==> src/design/rmte_pkg.sv <==
// Shared types, constants and helpers for the rotation-matrix-to-Euler block.
// Used by the square-root cells, the CORDIC cells and the top level.
package rmte_pkg;

  localparam int unsigned CW     = 36;  // CORDIC x/y width
  localparam int unsigned ZW     = 20;  // CORDIC angle width, Q16 radians
  localparam int unsigned SQW    = 30;  // square-root working width
  localparam int unsigned SQ_CELLS = 15;
  localparam int unsigned TAB_LEN  = 24;
  localparam int unsigned LANES    = 5;

  localparam logic signed [ZW-1:0] PI_Q16      = ZW'(205887);
  localparam logic signed [15:0]   PI_Q12      = 16'sd12868;
  localparam logic signed [15:0]   HALF_PI_Q12 = 16'sd6434;
  localparam logic signed [15:0]   ONE_Q14     = 16'sd16384;

  typedef enum logic [2:0] {
    LANE_YAW_A   = 3'd0,
    LANE_ROLL_A  = 3'd1,
    LANE_YAW_B   = 3'd2,
    LANE_ROLL_B  = 3'd3,
    LANE_PITCH   = 3'd4
  } lane_e;

  typedef struct packed {
    logic signed [CW-1:0] x;
    logic signed [CW-1:0] y;
    logic signed [ZW-1:0] z;
    logic                 zero;
  } lane_t;

  typedef struct packed {
    logic [SQW-1:0] n;
    logic [SQW-1:0] res;
  } sq_t;

  typedef struct packed {
    logic signed [15:0] m11;
    logic signed [15:0] m12;
    logic signed [15:0] m13;
    logic signed [15:0] m21;
    logic signed [15:0] m31;
    logic signed [15:0] m32;
    logic signed [15:0] m33;
    logic               gim_neg;
    logic               gim_pos;
  } side_t;

  typedef struct packed {
    logic gim_neg;
    logic gim_pos;
  } gim_t;

  function automatic logic signed [ZW-1:0] ang_tab(input int unsigned i);
    logic signed [ZW-1:0] t;
    case (i)
      0:  t = ZW'(51472);
      1:  t = ZW'(30386);
      2:  t = ZW'(16055);
      3:  t = ZW'(8150);
      4:  t = ZW'(4091);
      5:  t = ZW'(2047);
      6:  t = ZW'(1024);
      7:  t = ZW'(512);
      8:  t = ZW'(256);
      9:  t = ZW'(128);
      10: t = ZW'(64);
      11: t = ZW'(32);
      12: t = ZW'(16);
      13: t = ZW'(8);
      14: t = ZW'(4);
      15: t = ZW'(2);
      16: t = ZW'(1);
      default: t = '0;
    endcase
    return t;
  endfunction

  function automatic logic signed [16:0] neg17(input logic signed [15:0] a);
    logic signed [16:0] e;
    e = {a[15], a};
    return -e;
  endfunction

  function automatic logic signed [16:0] ext17(input logic signed [15:0] a);
    return {a[15], a};
  endfunction

  // Quadrant fold and scaling ahead of the first CORDIC step.
  function automatic lane_t lane_init(input logic signed [16:0] y,
                                      input logic signed [16:0] x);
    lane_t              l;
    logic signed [17:0] xe;
    logic signed [17:0] ye;
    xe = {x[16], x};
    ye = {y[16], y};
    l.z = '0;
    if (x[16]) begin
      xe  = -xe;
      ye  = -ye;
      l.z = y[16] ? -PI_Q16 : PI_Q16;
    end
    l.x    = {{(CW-34){xe[17]}}, xe, 16'b0};
    l.y    = {{(CW-34){ye[17]}}, ye, 16'b0};
    l.zero = (x == '0) && (y == '0);
    return l;
  endfunction

endpackage

==> src/design/rmte_cordic_cell.sv <==
// One vectoring-mode CORDIC micro-rotation for one lane, registered.
// Depends on rmte_pkg.
module rmte_cordic_cell import rmte_pkg::*; #(
  parameter int unsigned I = 0
) (
  input  logic  clk_i,
  input  lane_t lane_i,
  output lane_t lane_o
);

  lane_t lane_d;
  lane_t lane_q;

  always_comb begin
    lane_d = lane_i;
    if (I < TAB_LEN) begin
      if (!lane_i.y[CW-1]) begin
        lane_d.x = lane_i.x + (lane_i.y >>> I);
        lane_d.y = lane_i.y - (lane_i.x >>> I);
        lane_d.z = lane_i.z + ang_tab(I);
      end else begin
        lane_d.x = lane_i.x - (lane_i.y >>> I);
        lane_d.y = lane_i.y + (lane_i.x >>> I);
        lane_d.z = lane_i.z - ang_tab(I);
      end
    end
  end

  always_ff @(posedge clk_i) begin
    lane_q <= lane_d;
  end

  assign lane_o = lane_q;

endmodule

==> config.mk <==
export PLATFORM = sky130hd
export DESIGN_NAME = rmte_cordic_cell
export DESIGN_NICKNAME = d
export VERILOG_FILES = /design/src/design/rmte_pkg.sv /design/src/design/rmte_cordic_cell.sv
export SDC_FILE = /design/constraint.sdc
export NUM_CORES = 1
export LEC_CHECK = 0
export BUFFER_PORTS_ARGS = -buffer_cell sky130_fd_sc_hd__buf_2
export CAP_MARGIN = 15
export CORE_ASPECT_RATIO = 0.5
export CORE_MARGIN = 10
export CORE_UTILIZATION = 35
export DETAILED_ROUTE_END_ITERATION = 8
export GPL_ROUTABILITY_DRIVEN = 0
export GPL_TIMING_DRIVEN = 0
export HOLD_SLACK_MARGIN = 0.02
export SETUP_SLACK_MARGIN = 0.3
export SKIP_CTS_REPAIR_TIMING = 1
export SLEW_MARGIN = 20
export SYNTH_ARGS = -nofsm -noshare
export SYNTH_HDL_FRONTEND = slang
export SYNTH_SLANG_ARGS = --single-unit
==> constraint.sdc <==
create_clock -name clk_i -period 4.3 [get_ports clk_i]
set_input_delay 0.86 -clock clk_i [delete_from_list [all_inputs] [get_ports clk_i]]
set_output_delay 0.86 -clock clk_i [all_outputs]
set_load 0.1 [all_outputs]
Word-level counts from Yosys, hierarchy flattened
Index checks and enable logic that the tools add are counted.
{"block": "classes", "n_addsub": 5, "muxes": 1}
{"op": "$mux 92", "count": 1}
{"op": "$sub 36x36->36", "count": 2}
{"op": "$add 36x36->36", "count": 1}
{"op": "$add 20x17->20 const B", "count": 1}
{"op": "$sub 20x17->20 const B", "count": 1}
{"block": "totals", "reg_bits": 93, "in_bits": 94, "out_inout_bits": 93, "wordCells": 10}

Logic depth before layout (Yosys ltp)
{"block": "depth", "ltp_word": 2, "depth_mapped": 14, "depth_no_buf": 12}

Least setup slack after synthesis
No wires, ideal clock.
{"block": "synth_path", "kind": "input-to-reg", "from": "in lane_i[56] (netlist bit)", "to": "reg lane_q (netlist bit lane_o[19])", "setup_time_ns": 0.072, "t_arrival_ns": 3.437, "required_ns": 4.228, "setup_slack_ns": 0.791, "stages": 14, "path_buffers": 3, "path_cell_list": "clkbuf_1 inv_1 clkbuf_1 buf_1 fa_1 nor2b_1 o21a_1 o21ai_0 a21oi_1 o2111ai_1 a31oi_1 a21o_1 a21oi_1 xnor2_1"}
{"item": "from (decl)", "line_no": "rmte_cordic_cell.sv:7", "text": "input lane_t lane_i,"}
{"item": "to (signal assigned)", "line_no": "rmte_cordic_cell.sv:30", "text": "lane_q <= lane_d;"}
{"item": "to (decl)", "line_no": "rmte_cordic_cell.sv:12", "text": "lane_t lane_q;"}

==> out/results.md <==
| Result | This run | Unit |
| --- | --- | --- |
| #FFs+latches synth | 92 | - |
| Height of the chip | 133 | µm |
| Post-layout util | 42.1 | % |
| Vias in the first global route | 9,017 | - |
| Max Clk Rate | 272 | MHz |
| Area share of the largest cell type after synthesis | 20.7 | % |
| Count of mapped cells out of synthesis | 1,128 | - |
| Crit start category | primary input | - |
| Sequential cell area | 1840 | µm² |
| Initial core utilization | 35.4 | % |
| Leakage component of the power | 0.00505 | µW |
| Count of nets left with antenna violations after detail routing | 0 | - |
| Maximum fanout count along the critical path | 10 | - |
| Number of cell rows | 41 | - |
| Post-layout net count | 1,546 | - |
| Largest net degree at the start of global routing | 15 | - |
| Total die area | 32,500 | µm² |
| Cell types occupying the most area after synthesis | dfxtp_1 (21%), ha_1 (17%), xnor2_1 (7.0%) | - |
| Total number of H-tree levels | 3 | - |
| Worst path arrival time | 3.91 | ns |
| Clock tree root buffer cell | clkbuf_16 | - |
| Number of distinct library cells after synthesis | 84 | - |
| Post-synthesis cell type with the largest combined area | dfxtp_1 | - |
| Endpoint class of the critical path | register | - |
| Fill cell instance count of the final layout | 2,557 | - |
| First-pass detailed-route iteration total | 6 | - |
| IO Pins | 187 | - |
| Main synth FF type | dfxtp_1 | - |
| Synth-to-layout area growth | 18.9 | % |
| Multi-input combinational cell area | 6360 | µm² |
| Slew at the pin closest to its max-slew limit | 1.02 | ns |
| Number of flops mapped to enable cells by yosys | 0 | - |
| Starting DRT DRC Count | 811 | - |
| Result of the run | completed | - |
| Final Hold Violating Endpoints | 0 | - |
| Worst hold path endpoint | lane_o[2] | - |
| HPWL Detailed | 26,000 | µm |
| Total number of yosys warnings | 0 | - |
| Fraction of the yosys area taken by sequential cells | 20.7 | % |
| Power density cells | 455 | nW/µm² |
| Worst hold margin | 0.600 | ns |
| Period utilisation layout | 85.5 | % |
| Initial antenna violation count | 3 | - |
| Core box area | 25,100 | µm² |
| Required time at the endpoint of the critical path | 4.53 | ns |
| Number of buffers added on ports | 186 | - |
| Hold Path Class | in -> reg | - |
| Max cap viols | 0 | - |
| Average footprint of a synthesized cell | 7.88 | µm² |
| Final Max Slew Viols | 0 | - |
| Wire per inst | 18.9 | µm |
| Post-route DRC | 0 | - |
| Finished layout cell area | 10,600 | µm² |
| Worst-case vdd ir drop | 304 | µV |
| Fraction of final layout cells sized beyond drive strength 1 | 19.3 | % |
| Post-synthesis cell area | 8880 | µm² |
| Number of endpoints failing setup at the final stage | 0 | - |
| Worst slew margin | 32.0 | % |
| Largest buffer count on any clock path | 2 | - |
| Wire length of the first global-routing pass | 48,900 | µm |
| Pre-CTS setup slack | -0.596 | ns |
| Number of flip-flops under the largest register name | 92 | - |
| Placed standard-cell area | 10,200 | µm² |
| Setup CP Type | in -> reg | - |
| Tmin final | 3.67 | ns |
| Count of cells along the worst hold path | 1 | - |
| Clock input transition at the sequential cells of the worst setup and hold paths | 0.06 | ns |
| Overall routed net length | 31,700 | µm |
| Clock tree from TritonCTS | done | - |
| Worst path setup slack after routing | 0.625 | ns |
| Number of sinks on the clock net | 92 | - |
| Vias per Instance | 5.45 | - |
| Startpoint of the lowest-slack hold path | lane_i[2] | - |
| Total power consumption of the routed design | 4810 | µW |
| Total GRT Usage | 18.7 | % |
| Overall via count from detail_route | 9,135 | - |
| Die Wd | 245 | µm |
| TritonCTS Buffers | 9 | - |
| Grt ovf | 0 | - |
| Async set or reset register ratio after synthesis | 0 | % |
| Unrepaired setup endpoints after global routing | false | - |
| Post-synth net total | 1,349 | - |
cells in the mapped netlist, drive strengths merged (11+ instances only):
library cell / n
a211oi: 12
a21o: 26
a21oi: 121
a31oi: 12
buf: 25
clkbuf: 25
dfxtp: 92
ha: 123
inv: 118
mux2i: 22
nand2: 48
nand2b: 15
nand3: 19
nor2: 82
nor2b: 18
nor3: 24
nor4: 12
o211ai: 11
o21a: 18
o21ai: 75
o21bai: 23
o31ai: 14
or3: 11
xnor2: 71
layout make-up:
class	count	area share, %
tap	344	4.07
timing repair buffer	186	8.81
antenna	2	0.0474
buffer	50	2.30
sequential	92	17.4
multi-input combinational	867	60.2
clock inverter	6	0.758
clock buffer	9	2.13
inverter	119	4.23
report_power, final:
| part | internal, µW | switching [µW] | leakage [µW] | total, µW |
|---|---|---|---|---|
| Combinational | 587 | 2260 | 0.00412 | 2840 |
| Clock | 502 | 359 | 0.000155 | 861 |
| Sequential | 1050 | 54.8 | 0.000776 | 1100 |
| Total | 2140 | 2670 | 0.00505 | 4810 |
worst max-delay path, stage by stage:
cell	delay [ns]
buf_2	0.11
inv_1	0.05
ha_1	0.32
buf_2	0.26
and3_1	0.21
nand3_1	0.09
o21ai_0	0.45
o211ai_2	0.20
a21oi_1	0.41
o21ai_0	0.34
o211a_1	0.31
a21o_1	0.16
xnor2_1	0.13
cell families after synthesis:
| group | share of synthesized area, % |
|---|---|
| mux | 2.48 |
| fa+ha+maj | 18.2 |
| compound gates | 27.6 |
| simple gates | 15.3 |
| xor+xnor | 7.98 |
| buf+inv | 7.69 |
| flops | 20.7 |
cells in the final DEF, fill, tap and decap left out, drive strengths merged, types with 3 or more instances in the layout:
cell type and n:
xor2 10, nand4 8, and2 7, nand2 48, nand3 19, a21oi 121
clkbuf 33, nand2b 15, a31oi 12, o211ai 11, a211oi 12, a21o 26
o21a 18, dfxtp 92, a2111oi 5, or3 11, xnor2 71, nor4 12
nor3 24, o21ba 3, buf 212, a221oi 6, o21ai 75, nand3b 3
o211a 3, a21boi 10, inv 118, o2111ai 5, mux2i 22, clkinv 5
and3 3, or4 3, nor2 82, o21bai 23, fa 4, o31ai 14
ha 123, or2 6, nor2b 18
metrics by stage:
stage,std cells,TNS [ns]
after floorplan,1128,0
after global placement,1658,-1.44
after detailed placement,1658,-1.99
after CTS,1673,-0.315
after global routing,1674,0
final,1675,0
worst max path at each step:
stage | start | endpoint | slack [ns]
3_5_place_dp | lane_i[56] | lane_o[19] | -0.60
3_3_place_gp | lane_i[56] | lane_o[19] | -0.50
4_1_cts | lane_i[56] | lane_o[19] | -0.22
5_1_grt | lane_i[56] | lane_o[19] | 0.36
2_1_floorplan | lane_i[56] | lane_o[19] | 0.79
6_report | lane_i[29] | lane_o[90] | 0.63
routing by layer:
layer	GRT usage, %	wire [µm]
met3	4.52	2710
met1	23.5	13600
met5	0	13
met4	5.63	818
met2	31.0	14500
Power figures use the tool's default switching activity.
