==> config.mk <==
export PLATFORM = sky130hd
export DESIGN_NAME = rmte_sqrt_cell
export DESIGN_NICKNAME = d
export VERILOG_FILES = /design/src/design/rmte_pkg.sv /design/src/design/rmte_sqrt_cell.sv
export SDC_FILE = /design/constraint.sdc
export NUM_CORES = 1
export LEC_CHECK = 0
export BUFFER_PORTS_ARGS = -buffer_cell sky130_fd_sc_hd__buf_2
export CORE_ASPECT_RATIO = 1.1
export CORE_MARGIN = 2
export CORE_UTILIZATION = 48
export DETAILED_ROUTE_END_ITERATION = 6
export PLACE_DENSITY = 0.74
export SETUP_SLACK_MARGIN = 0.4
export SYNTH_ARGS = -nofsm -noshare
export SYNTH_HDL_FRONTEND = slang
export SYNTH_SLANG_ARGS = --single-unit
==> constraint.sdc <==
create_clock -name clk_i -period 3.5 [get_ports clk_i]
set_input_delay 0 -clock clk_i [delete_from_list [all_inputs] [get_ports clk_i]]
set_output_delay 0 -clock clk_i [all_outputs]
set_load 0.02 [all_outputs]
==> src/design/rmte_pkg.sv <==
// Shared types, constants and helpers for the rotation-matrix-to-Euler block.
// Used by the square-root cells, the CORDIC cells and the top level.
package rmte_pkg;

  localparam int unsigned CW     = 36;  // CORDIC x/y width
  localparam int unsigned ZW     = 20;  // CORDIC angle width, Q16 radians
  localparam int unsigned SQW    = 30;  // square-root working width
  localparam int unsigned SQ_CELLS = 15;
  localparam int unsigned TAB_LEN  = 24;
  localparam int unsigned LANES    = 5;

  localparam logic signed [ZW-1:0] PI_Q16      = ZW'(205887);
  localparam logic signed [15:0]   PI_Q12      = 16'sd12868;
  localparam logic signed [15:0]   HALF_PI_Q12 = 16'sd6434;
  localparam logic signed [15:0]   ONE_Q14     = 16'sd16384;

  typedef enum logic [2:0] {
    LANE_YAW_A   = 3'd0,
    LANE_ROLL_A  = 3'd1,
    LANE_YAW_B   = 3'd2,
    LANE_ROLL_B  = 3'd3,
    LANE_PITCH   = 3'd4
  } lane_e;

  typedef struct packed {
    logic signed [CW-1:0] x;
    logic signed [CW-1:0] y;
    logic signed [ZW-1:0] z;
    logic                 zero;
  } lane_t;

  typedef struct packed {
    logic [SQW-1:0] n;
    logic [SQW-1:0] res;
  } sq_t;

  typedef struct packed {
    logic signed [15:0] m11;
    logic signed [15:0] m12;
    logic signed [15:0] m13;
    logic signed [15:0] m21;
    logic signed [15:0] m31;
    logic signed [15:0] m32;
    logic signed [15:0] m33;
    logic               gim_neg;
    logic               gim_pos;
  } side_t;

  typedef struct packed {
    logic gim_neg;
    logic gim_pos;
  } gim_t;

  function automatic logic signed [ZW-1:0] ang_tab(input int unsigned i);
    logic signed [ZW-1:0] t;
    case (i)
      0:  t = ZW'(51472);
      1:  t = ZW'(30386);
      2:  t = ZW'(16055);
      3:  t = ZW'(8150);
      4:  t = ZW'(4091);
      5:  t = ZW'(2047);
      6:  t = ZW'(1024);
      7:  t = ZW'(512);
      8:  t = ZW'(256);
      9:  t = ZW'(128);
      10: t = ZW'(64);
      11: t = ZW'(32);
      12: t = ZW'(16);
      13: t = ZW'(8);
      14: t = ZW'(4);
      15: t = ZW'(2);
      16: t = ZW'(1);
      default: t = '0;
    endcase
    return t;
  endfunction

  function automatic logic signed [16:0] neg17(input logic signed [15:0] a);
    logic signed [16:0] e;
    e = {a[15], a};
    return -e;
  endfunction

  function automatic logic signed [16:0] ext17(input logic signed [15:0] a);
    return {a[15], a};
  endfunction

  // Quadrant fold and scaling ahead of the first CORDIC step.
  function automatic lane_t lane_init(input logic signed [16:0] y,
                                      input logic signed [16:0] x);
    lane_t              l;
    logic signed [17:0] xe;
    logic signed [17:0] ye;
    xe = {x[16], x};
    ye = {y[16], y};
    l.z = '0;
    if (x[16]) begin
      xe  = -xe;
      ye  = -ye;
      l.z = y[16] ? -PI_Q16 : PI_Q16;
    end
    l.x    = {{(CW-34){xe[17]}}, xe, 16'b0};
    l.y    = {{(CW-34){ye[17]}}, ye, 16'b0};
    l.zero = (x == '0) && (y == '0);
    return l;
  endfunction

endpackage

==> src/design/rmte_sqrt_cell.sv <==
// One step of the bit-pair integer square root, registered.
// Depends on rmte_pkg.
module rmte_sqrt_cell import rmte_pkg::*; #(
  parameter int unsigned K = 0
) (
  input  logic clk_i,
  input  sq_t  sq_i,
  output sq_t  sq_o
);

  localparam logic [SQW-1:0] BIT = SQW'(1) << (2 * K);

  sq_t            sq_d;
  sq_t            sq_q;
  logic [SQW-1:0] trial;

  always_comb begin
    trial = sq_i.res + BIT;
    if (sq_i.n >= trial) begin
      sq_d.n   = sq_i.n - trial;
      sq_d.res = (sq_i.res >> 1) + BIT;
    end else begin
      sq_d.n   = sq_i.n;
      sq_d.res = sq_i.res >> 1;
    end
  end

  always_ff @(posedge clk_i) begin
    sq_q <= sq_d;
  end

  assign sq_o = sq_q;

endmodule

After elaboration in Yosys (flattened, before gate mapping) --
Index checks and enable logic that the tools add are counted.
Operators by class: add/subtract/negate cells 3, magnitude comparators 1, muxes and demuxes 1
Operators with widths (count):
- 60-bit two-way mux | 1
- 29-bit by 1-bit adder with 30-bit output (second input constant) | 1
- 30-bit by 1-bit adder with 30-bit output (second input constant) | 1
- 30-bit greater-or-equal comparator | 1
- 30-bit subtractor | 1
Storage, ports and cells: bits of input ports 61, flip-flop bits (word level) 60, output and inout bits 60

Depth between registers and ports, before layout --
Gate-level depths: netlist of run 1.
depth in word-level cells 3, gate-level depth with buffers 20, gate-level depth less buffers 17

Worst setup path before layout of run 1 --
No wires, ideal clock.
path kind in2reg, start input sq_i[11] in the netlist's numbering, end register sq_q, in the netlist sq_o[37], slack 69 ps, library setup time 123 ps, arrival 3308 ps, cell stages on the path 18, path buffers 3, cells stage by stage buf_2 > nand4_1 > nor2_1 > nand3_1 > inv_1 > nand3_1 > or3_1 > nor2_1 > xnor2_1 > ha_1 > and3_1 > buf_2 > a311oi_1 > nand3_1 > a211o_1 > and2_4 > buf_8 > mux2_1
RTL lines:
- from (decl) | line rmte_sqrt_cell.sv:7 | input sq_t sq_i,
- to (signal assigned) | line rmte_sqrt_cell.sv:29 | sq_q <= sq_d;
- to (decl) | line rmte_sqrt_cell.sv:14 | sq_t sq_q;

==> results of run 1 <==
repair_timing:
| action | CTS | global route |
|---|---|---|
| endpoints found under the setup margin | 4 | 60 |
| buffers inserted | 1 | 13 |
| pin swaps | 1 | 24 |
| hold buffers | 60 | 0 |
| gates cloned | 0 | 2 |
| hold endpoints to repair | 59 | 0 |
| resized for setup | 2 | 67 |
through the flow:
| stage | TNS (ps) | hold WS (ps) |
|---|---|---|
| floorplan | 0 | 96.63 |
| CTS | 0 | 21.80 |
| global route | 0 | 75.47 |
| finish | 0 | 51.40 |
| detailed placement | -12.72 | 224.1 |
| global placement | -47.16 | 219.5 |
worst max path at each step:
| stage | startpoint | endpoint | slack [ps] | cells after the start |
|---|---|---|---|---|
| finish | sq_i[12] | sq_o[32]$_DFF_P_ | 450 | 19 |
| floorplan | sq_i[10] | sq_o[37]$_DFF_P_ | 310 | 18 |
| CTS | sq_i[1] | sq_o[50]$_DFF_P_ | 400 | 18 |
| global route | sq_i[12] | sq_o[32]$_DFF_P_ | 280 | 19 |
| detailed placement | sq_i[1] | sq_o[58]$_DFF_P_ | -10 | 17 |
| global placement | sq_i[1] | sq_o[58]$_DFF_P_ | -50 | 16 |
power by group:
| part | internal [mW] | leakage [nW] | switching (mW) |
|---|---|---|---|
| Sequential | 0.769 | 0.506 | 0.0202 |
| Combinational | 0.433 | 2.27 | 0.572 |
| Clock | 0.434 | 0.111 | 0.290 |
| Total | 1.64 | 2.89 | 0.882 |
routing by layer:
layer | track usage | up-vias | share of wire
met3 | 0.05435 | 60 | 0.052
met2 | 0.5055 | 219 | 0.51
li1 | - | 2423 | -
met5 | 0 | - | 0
met4 | 0.1532 | 0 | 0.054
met1 | 0.3072 | 2287 | 0.39
Yosys cell counts, drive strengths merged, types with 2 or more instances:
library cell / instances / area share
o41ai: 2 / 0.0040
nor4b: 3 / 0.0060
a21oi: 47 / 0.054
nor3: 21 / 0.024
inv: 13 / 0.011
nor2: 53 / 0.045
o31a: 2 / 0.0040
xor2: 34 / 0.068
o22ai: 2 / 0.0029
nand3: 31 / 0.035
a211o: 2 / 0.0040
and3: 4 / 0.0057
buf: 15 / 0.026
a21boi: 3 / 0.0060
a21o: 8 / 0.014
nand2: 69 / 0.060
a2111oi: 2 / 0.0054
o31ai: 6 / 0.011
nor4: 6 / 0.010
or2: 4 / 0.0057
o311ai: 2 / 0.0040
o21ai: 17 / 0.019
nand2b: 4 / 0.0057
a211oi: 3 / 0.0051
o21bai: 3 / 0.0060
nand4: 14 / 0.020
a31oi: 5 / 0.0071
and2: 4 / 0.0066
ha: 32 / 0.091
or3: 3 / 0.0043
nor2b: 4 / 0.0074
o21a: 10 / 0.017
dfxtp: 60 / 0.27
xnor2: 42 / 0.084
o211ai: 3 / 0.0051
a41oi: 2 / 0.0074
clkbuf: 9 / 0.0083
area by class of cell:
class | count | area [um2]
flip-flops and latches | 60 | 1201
multi-input cells | 459 | 3337
well taps | 114 | 142.6
repair buffers | 239 | 1678
inverters | 13 | 48.80
fillers | 692 | 2242
clock inverters | 4 | 72.57
clock buffers | 11 | 151.4
kinds of logic (layout without fill, tap and decap cells):
group / Yosys count / count (layout) / share of synthesized area
flip-flops: 60 / 60 / 0.2744
buffers and inverters: 37 / 267 / 0.04516
XOR/XNOR: 76 / 76 / 0.1520
AO/OA/AOI/OAI: 124 / 124 / 0.1878
multiplexers: 1 / 1 / 0.002572
adder cells (fa/ha/maj): 33 / 33 / 0.09603
AND/OR/NAND/NOR: 223 / 225 / 0.2421
==> metrics.txt, run 1 <==
first-pass GRT wire length=22.02 mm; vias in the first global route=4793; Worst Path Required=3740 ps; most common flop cell mapped by yosys=dfxtp_1; Mapped Cells=554; gr usage total=0.2837; worst path arrival time=3290 ps; Port Buffers=120; Setup-failing EPs final=0; Routed Antenna Nets=0; Yosys reg bits=60; Final HPWL DP=10.51 mm; CP top delay family=simple AND/OR/NAND/NOR gates; via count=4989; area delta synth->final=51.47%; CP Capture Type=flop; Yosys cell types=61; Syn Std Cell Area=4378 um2; dpl cells=809; Slew HR=0.5713; peak supply drop=0.0002202 V; Final Cycle Share=0.8727; worst slack at placement=-12.72 ps; GRT overflow=0; clock buffer depth=2; io pins=121; clock slew at reported path FFs=70 ps; nets=876; WS Path Type=in -> reg; register area share after synthesis=0.2744; Mapped Avg Cell Area=7.902 um2; max-cap viol count=0; Worst Path Max Fanout=8; CP max-delay cell=or3_4; number of CTS-inserted buffers=9; Synth async-reset ratio=0; drt via density=5.543; Syn Nets=648; crit-path cells=buf_2 -> nand4_1 -> nor2_2 -> nand3_2 -> inv_2 -> nand3_2 -> or3_4 -> nor2_4 -> xnor2_2 -> ha_4 -> a21oi_2 -> a21boi_1 -> a311oi_2 -> nand3_1 -> a211o_4 -> and2_4 -> buf_4 -> nor2_1 -> a21oi_1; RSZ-0062 raised after global routing=no; PwrDens=379.8 nW/um2; hold path start=sq_i[22]; die area=9902 um2; initial antenna violation count=0; Final Critical Period=3054 ps; Root Driver=clkbuf_8; Starting Density=0.4934; Max Slew Vio Count=0; Synth Warn #=0; CP Launch Type=input port; Hold Path End=sq_o[22]$_DFF_P_; worst setup margin=445.6 ps; Least-Margin Pin Slew=641.3 ps; pin count of the biggest net entering global routing=31; most common cell after layout, fill and taps aside=buf_2; leakage power=2.885 nW; Cell Area, Placed=5366 um2; Buf+Inv Stages, Crit Path=3; Remaining DRCs=0; DIE WIDTH=95.06 um; drt total wl=15.28 mm; Num Clock Sinks=60; TritonCTS clock tree=yes; hold path cells=3; cell with the most instances on the worst path=nand3_2; Die H=104.2 um; # rows=36; DRT Pass-1 Iters=4; hold crit path type=in -> reg; ant diodes=0; fin util=0.7473; status=completed; share of cells above drive strength 1=0.3422; total power=2.519 mW; non-filler cells, final=900; routed wire length per instance=16.97 um; htree depth=3; max reg flops=60; Starting DRT DRC Count=274; commonest non-fill, non-tap cells in the layout=119 x buf_2, 66 x nand2_1, 60 x dlygate4sd3_1, 60 x dfxtp_1, 55 x buf_4; Max Freq=0.3274 GHz; Final Hold Viols=0; final instance area=6631 um2; Core Area=8874 um2; Largest stage delay, worst path=380 ps; GP Congestion=0.9128; number of flops mapped to enable cells by yosys=0
Power figures use the tool's default switching activity.
==> inputs of run 2 (changes only) <==
ABC_AREA = 1   (was default)
CORE_UTILIZATION = 52   (was 48)
CTS_BUF_LIST = sky130_fd_sc_hd__clkbuf_4 sky130_fd_sc_hd__clkbuf_8   (was default)
PLACE_DENSITY = 0.77   (was 0.74)
SLEW_MARGIN = 20   (was default)
==> run 2 against run 1 <==
Non-clock buffer count is 54 lower. Sequential share of layout area is 1.3 points lower. Sequential power is 4.2% higher. Combinational power is 6% higher. Count of clock-buffer cells in the layout is 2 lower. Worst hold slack worse by 51 ps. Via count is 25% higher. Critical path type unchanged.
==> metrics.txt, run 2 <==
Max Freq=0.3389 GHz; Yosys reg bits=60; register area share after synthesis=0.2223; max-cap viol count=0; die area=11220 um2; worst path arrival time=3200 ps; DRT Pass-1 Iters=5; Yosys cell types=25; via count=6241; CP Launch Type=input port; max reg flops=60; Routed Antenna Nets=0; fin util=0.6963; pin count of the biggest net entering global routing=50; Final Hold Viols=0; Yosys top cell by area=nand2_1; Starting DRT DRC Count=349; most common flop cell mapped by yosys=dfxtp_1; Slew HR=0.6297; gr usage total=0.3087; hold path cells=3; Die H=110.9 um; Syn Nets=1028; hold path start=sq_i[5]; Final HPWL DP=13.53 mm; htree depth=3; drt total wl=17.51 mm; commonest non-fill, non-tap cells in the layout=381 x nand2_1, 157 x inv_1, 119 x buf_2; Least-Margin Pin Slew=549.7 ps; initial antenna violation count=0; most common cell after layout, fill and taps aside=nand2_1; Port Buffers=120; Worst Path Required=3750 ps; clock buffer depth=2; first-pass GRT wire length=27.26 mm; clock share of power=0.239; Post-synth top cells=388 x nand2_1, 159 x inv_1, 68 x nor2_1, 63 x xor2_1, 60 x dfxtp_1; Synth Warn #=0; WS Path Type=in -> reg; Starting Density=0.5274; Worst Path Max Fanout=24; Fin Setup TNS=0 ps; nets=1211; sw frac=0.4178; CP Capture Type=flop; Int Pwr=1.443 mW; routed wire length per instance=14.07 um; drt via density=5.013; ant diodes=0; leakage power=4.005 nW; Mapped Avg Cell Area=5.786 um2; Net Switching=1.035 mW; Core Area=10250 um2; Mapped Cells=934; vias in the first global route=5828; # rows=39; clock slew at reported path FFs=80 ps; top post-synthesis cells by area=nand2_1 27%, dfxtp_1 22%, inv_1 11%; number of flops mapped to enable cells by yosys=0; Max Slew Vio Count=0; fillers=934; Num Clock Sinks=60; io pins=121; status=completed; cell with the most instances after synthesis=nand2_1; area delta synth->final=32.04%; TritonCTS clock tree=yes; share of cells above drive strength 1=0.1783; Root Driver=clkbuf_8; Hold Path End=sq_o[4]$_DFF_P_; Final Critical Period=2950 ps; DIE WIDTH=101.2 um; Synth async-reset ratio=0; GRT overflow=0; Syn Std Cell Area=5404 um2; peak supply drop=0.0002120 V; Remaining DRCs=0; RSZ-0062 raised after global routing=no; GP Congestion=1.021; number of CTS-inserted buffers=9; Comb pwr share=0.430; PwrDens=347.3 nW/um2; Final Cycle Share=0.8430; hold crit path type=in -> reg; Seq pwr share=0.332; post-synth top area share=0.2695; Setup-failing EPs final=0
[run 2: cell types whose count changed in the layout (fill, tap and decap cells not counted), sizes merged, moves of 29 or more]
| cell | change |
|---|---|
| nand2 | +322 |
| inv | +151 |
| xnor2 | -40 |
| buf | -49 |
| xor2 | +29 |
| a21oi | -31 |
[run 2: routing by layer]
metal | up-vias | routed length, um | GRT usage
li1 | 3188 | - | -
met1 | 2751 | 7369 | 0.3834
met2 | 243 | 8331 | 0.5148
met3 | 59 | 1001 | 0.03594
met4 | 0 | 811 | 0.1640
met5 | - | 0 | 0
[run 2: layout make-up]
cell class / count / area (um2) / area share
clock buffers: 9 / 123.9 / 0.01736
clock inverters: 7 / 52.55 / 0.007365
inverters: 163 / 616.8 / 0.08645
multi-input cells: 698 / 3684 / 0.5162
flip-flops and latches: 60 / 1201 / 0.1683
well taps: 123 / 153.9 / 0.02157
repair buffers: 185 / 1304 / 0.1827
[run 2: worst max-delay path: stages]
cell,delay (ps)
dlygate4sd3_1,530
buf_2,190
nand2_1,90
nor2_1,190
nand2_1,140
nor2_1,150
nand2_1,140
xor2_2,180
ha_1,360
nand2_2,140
inv_1,60
a21oi_1,140
nand2_1,120
nand2_1,80
nand2_1,50
nor2_2,150
nand2_4,130
clkbuf_16,210
nand2_1,60
o21ai_0,80
[run 2: kinds of logic after synthesis]
kind of cell             share of synthesized area
buffers and inverters                       0.1287
AO/OA/AOI/OAI                              0.04307
adder cells (fa/ha/maj)                    0.07780
flip-flops                                  0.2223
AND/OR/NAND/NOR                             0.4228
XOR/XNOR                                    0.1053
[run 2: stage by stage]
| step | worst slack, ps | total power, mW | cell area (um2) | instances | hold slack [ps] |
|---|---|---|---|---|---|
| floorplan | 827.1 | 1.492 | 5404 | 934 | 103.1 |
| detailed placement | 286.5 | 1.795 | 6167 | 1173 | 215.6 |
| CTS | 433.3 | 2.426 | 6874 | 1242 | 0.1801 |
| global placement | 323.8 | 1.788 | 6167 | 1173 | 214.7 |
| global route | 386.5 | 2.633 | 7136 | 1245 | 22.06 |
| finish | 549.6 | 2.478 | 7136 | 1245 | 0.3317 |
[run 2: worst max-delay path by stage]
stage / start / end / slack (ps) / cells after the start
after floorplan: sq_i[1] / sq_o[43]$_DFF_P_ / 830 / 19
after global placement: sq_i[0] / sq_o[26]$_DFF_P_ / 320 / 22
after detailed placement: sq_i[0] / sq_o[55]$_DFF_P_ / 290 / 22
after CTS: sq_i[12] / sq_o[48]$_DFF_P_ / 430 / 22
after global routing: sq_i[12] / sq_o[29]$_SDFF_PN0_ / 390 / 20
final: sq_i[18] / sq_o[14]$_DFF_P_ / 550 / 20
[run 2: power groups by stage]
| stage | sequential (mW) | combinational, mW | clock [mW] |
|---|---|---|---|
| after floorplan | 0.985 | 0.507 | 0 |
| after global placement | 0.838 | 0.950 | 0 |
| after detailed placement | 0.839 | 0.957 | 0 |
| after CTS | 0.824 | 1.01 | 0.596 |
| after global routing | 0.833 | 1.17 | 0.631 |
| final | 0.822 | 1.06 | 0.591 |
[run 2: repair_timing]
item | in CTS | in global routing
hold buffers | 53 | 0
gates resized for setup | 0 | 48
hold endpoints to repair | 52 | 0
setup buffers | 0 | 1
endpoints found under the setup margin | 0 | 60
==> inputs of run 3 (changes only) <==
clock period = 2.5 ns   (was 3.5 ns; I/O delays follow)
==> run 3 against run 2 <==
The run now fails in global routing (5_1_grt). Synthesized area unchanged. Synthesized cell count stayed put.
==> metrics.txt, run 3 <==
cell with the most instances after synthesis=nand2_1; pin count of the biggest net entering global routing=26; gr usage total=0.6866; Final HPWL DP=15.00 mm; clock buffer depth=2; Yosys top cell by area=nand2_1; number of flops mapped to enable cells by yosys=0; Num Clock Sinks=60; largest family of logic cells by synthesized area=simple AND/OR/NAND/NOR gates; Root Driver=clkbuf_8; Syn Nets=1028; GP Congestion=0.9900; Starting Density=0.5274; GRT worst endpoint=sq_o[6]$_DFF_P_/D; Synth Warn #=0; Yosys cell types=25; Fail Step=global routing (5_1_grt); Post-synth top cells=388 x nand2_1, 159 x inv_1, 68 x nor2_1, 63 x xor2_1, 60 x dfxtp_1; io pins=121; Err=[ERROR GRT-0232] Routing congestion too high. Check the congestion heatmap in the GUI.; status=did not finish; Post-Synth Simple-Gate Area=0.4228; post-synthesis compound-gate area fraction=0.04307; Die H=110.9 um; register area share after synthesis=0.2223; number of CTS-inserted buffers=9; htree depth=3; Yosys reg bits=60; Port Buffers=120; top post-synthesis cells by area=nand2_1 27%, dfxtp_1 22%, inv_1 11%; Synth async-reset ratio=0; mux cell area share after synthesis=0; Mapped Avg Cell Area=5.786 um2; DIE WIDTH=101.2 um; most common flop cell mapped by yosys=dfxtp_1; # rows=39; Synth Area in XOR/XNOR=0.1053; Syn Std Cell Area=5404 um2; Mapped Cells=934; post-synth top area share=0.2695; kind of the worst endpoint=sequential cell input; Post-Synth Adder-Cell Area=0.07780; GRT overflow=56
==> run 3: logic make-up after synthesis <==
logic type	Yosys count
AOI/OAI and AO/OA	46
xor gates and xnor gates	65
adders and majority gates	33
buffers and inverters	176
DFF	60
and+or+nand+nor	554
==> run 3: layer usage <==
metal,GRT overflow,global-route usage
met1,2,0.7154
met2,35,0.8857
met3,0,0.4439
met4,19,0.6829
met5,0,0.03846
==> run 3: stage by stage <==
| stage | utilization | setup slack (ps) | area (um2) | cells |
|---|---|---|---|---|
| floorplan | - | 108.1 | 5513 | 934 |
| global placement | 0.7264 | -395.3 | 7443 | 1325 |
| detailed placement | 0.7264 | -422.6 | 7443 | 1325 |
| CTS | 0.8581 | 304.0 | 8793 | 1407 |
==> run 3: what timing repair did <==
action	4_1_cts
hold buffers	40
pin swaps	50
cloned	6
gates resized for setup	131
endpoints found under the hold margin	41
endpoints found under the setup margin	60
setup buffers	20
==> inputs of run 4 (changes only) <==
CORE_ASPECT_RATIO = default   (was 1.1)
CORE_UTILIZATION = 40   (was 52)
CTS_BUF_LIST = default   (was sky130_fd_sc_hd__clkbuf_4 sky130_fd_sc_hd__clkbuf_8)
PLACE_DENSITY = default   (was 0.77)
PLACE_DENSITY_LB_ADDON = 0.15   (was default)
SETUP_SLACK_MARGIN = default   (was 0.4)
clock period = 3.25 ns   (was 2.5 ns; I/O delays follow)
==> run 4 against run 3 <==
The flow now finishes, with violations (negative hold slack).
==> metrics.txt, run 4 (same netlist as run 2, synthesis figures left out) <==
status=finished, violations left; failing checks=negative hold slack; Hold Slack=-3.000 ps; Max Freq=0.3221 GHz; fillers=1417; Int Pwr=1.939 mW; DRT Pass-1 Iters=5; CP Launch Type=input port; drt via density=4.539; final instance area=7111 um2; Remaining DRCs=0; peak supply drop=0.0003000 V; via count=5905; clock buffer depth=2; ant diodes=0; gr usage total=0.2533; commonest non-fill, non-tap cells in the layout=388 x nand2_1, 159 x inv_1, 120 x buf_2; PwrDens=425.1 nW/um2; pin count of the biggest net entering global routing=32; non-filler cells, final=1301; CP Capture Type=flop; fin util=0.5369; routed wire length per instance=13.49 um; Worst Path Max Fanout=16; hold crit path type=in -> reg; crit-path cells=dlygate4sd3_1 -> buf_2 -> nand2_1 -> nor2_1 -> nand2_1 -> nor3_1 -> buf_4 -> nand4_1 -> xor2_1 -> ha_1 -> nand2_1 -> nor2_1 -> and3_1 -> buf_4 -> nand3_2 -> nand2_4 -> buf_4 -> nand3_1 -> nand2_1; sw frac=0.3586; GRT overflow=0; Seq pwr share=0.293; WL met3=853 um; worst path arrival time=3390 ps; Max Slew Vio Count=0; Setup-failing EPs final=0; io pins=121; die area=14460 um2; max reg flops=60; clock slew at reported path FFs=50 ps; Starting DRT DRC Count=353; Num Clock Sinks=60; clock share of power=0.344; Final Cycle Share=0.9552; Final Hold Viols=1; Final Critical Period=3104 ps; Final HPWL DP=14.32 mm; Highest Signal Layer=met4; Post-CTS Setup Bufs=0; met1 wire length=7.995 mm; Die H=120.2 um; Largest stage delay, worst path=510 ps; Port Buffers=120; Net Switching=1.084 mW; first-pass GRT wire length=27.91 mm; Starting Density=0.4081; CP top delay family=simple AND/OR/NAND/NOR gates; initial antenna violation count=0; Core Area=13240 um2; Root Driver=clkbuf_16; leakage power=4.045 nW; nets=1214; WS Path Type=in -> reg; TritonCTS clock tree=yes; Comb pwr share=0.363; number of CTS-inserted buffers=9; drt total wl=17.55 mm; cell with the most instances on the worst path=nand2_1; vias in the first global route=5664; share of cells above drive strength 1=0.1591; Worst Path Required=3540 ps; Least-Margin Pin Slew=572.3 ps; DIE WIDTH=120.2 um; GP Congestion=0.9570; htree depth=3; RSZ-0062 raised after global routing=yes; CP max-delay cell=dlygate4sd3_1; most common cell after layout, fill and taps aside=nand2_1; max-cap viol count=0; Buf+Inv Stages, Crit Path=5; Routed Antenna Nets=0; Slew HR=0.6145; # rows=42; area delta synth->final=31.58%; dpl cells=1240; Cell Area, Placed=6326 um2; wire length on met2=8.162 mm
## run 4: layer usage
| layer | global-route usage | vias up |
|---|---|---|
| li1 | - | 3207 |
| met1 | 0.3183 | 2518 |
| met2 | 0.4276 | 151 |
| met3 | 0.04528 | 29 |
| met4 | 0.1054 | 0 |
| met5 | 0 | - |
## run 4: area by class of cell
| type | instances | area, um2 | area share |
|---|---|---|---|
| timing repair buffer | 188 | 1244 | 0.1749 |
| clock inverter | 4 | 72.57 | 0.01021 |
| sequential | 60 | 1201 | 0.1689 |
| multi-input combinational | 698 | 3512 | 0.4939 |
| inverter | 163 | 614.3 | 0.08640 |
| clock buffer | 12 | 246.5 | 0.03466 |
| tap | 176 | 220.2 | 0.03097 |
## run 4: path summary, 6_finish.rpt
kind	startpoint	to	slack, ps	cells after the start
setup / recovery	sq_i[17]	sq_o[48]$_DFF_P_	150	19
hold / removal	sq_i[2]	sq_o[1]$_DFF_P_	-3	4
## run 4: worst min-delay path, delay by kind of cell
kind / cells / cell delay (ps)
AND/OR/NAND/NOR: 1 / 40
buffers and inverters: 1 / 90
AO/OA/AOI/OAI: 1 / 60
adder cells (fa/ha/maj): 1 / 120
## run 4: per-stage QoR
step | setup WS, ps | power [mW] | setup TNS (ps)
after floorplan | 577.1 | 1.606 | 0
after global placement | -43.61 | 1.947 | -711.3
after detailed placement | -95.32 | 1.949 | -1578
after CTS | 43.12 | 3.042 | 0
after global routing | -20.17 | 3.224 | -61.99
final | 145.6 | 3.023 | 0
## run 4: repair_timing
action,in CTS,in global routing
resized for setup,0,6
endpoints found under the hold margin,44,0
endpoints found under the setup margin,0,36
hold buffers,45,0
## run 4: power by group through the flow
| stage | Combinational (mW) | Clock [mW] | Sequential [mW] |
|---|---|---|---|
| 2_1_floorplan | 0.546 | 0 | 1.06 |
| 3_3_place_gp | 1.05 | 0 | 0.900 |
| 3_5_place_dp | 1.05 | 0 | 0.900 |
| 4_1_cts | 1.10 | 1.06 | 0.886 |
| 5_1_grt | 1.22 | 1.11 | 0.896 |
| 6_report | 1.10 | 1.04 | 0.884 |
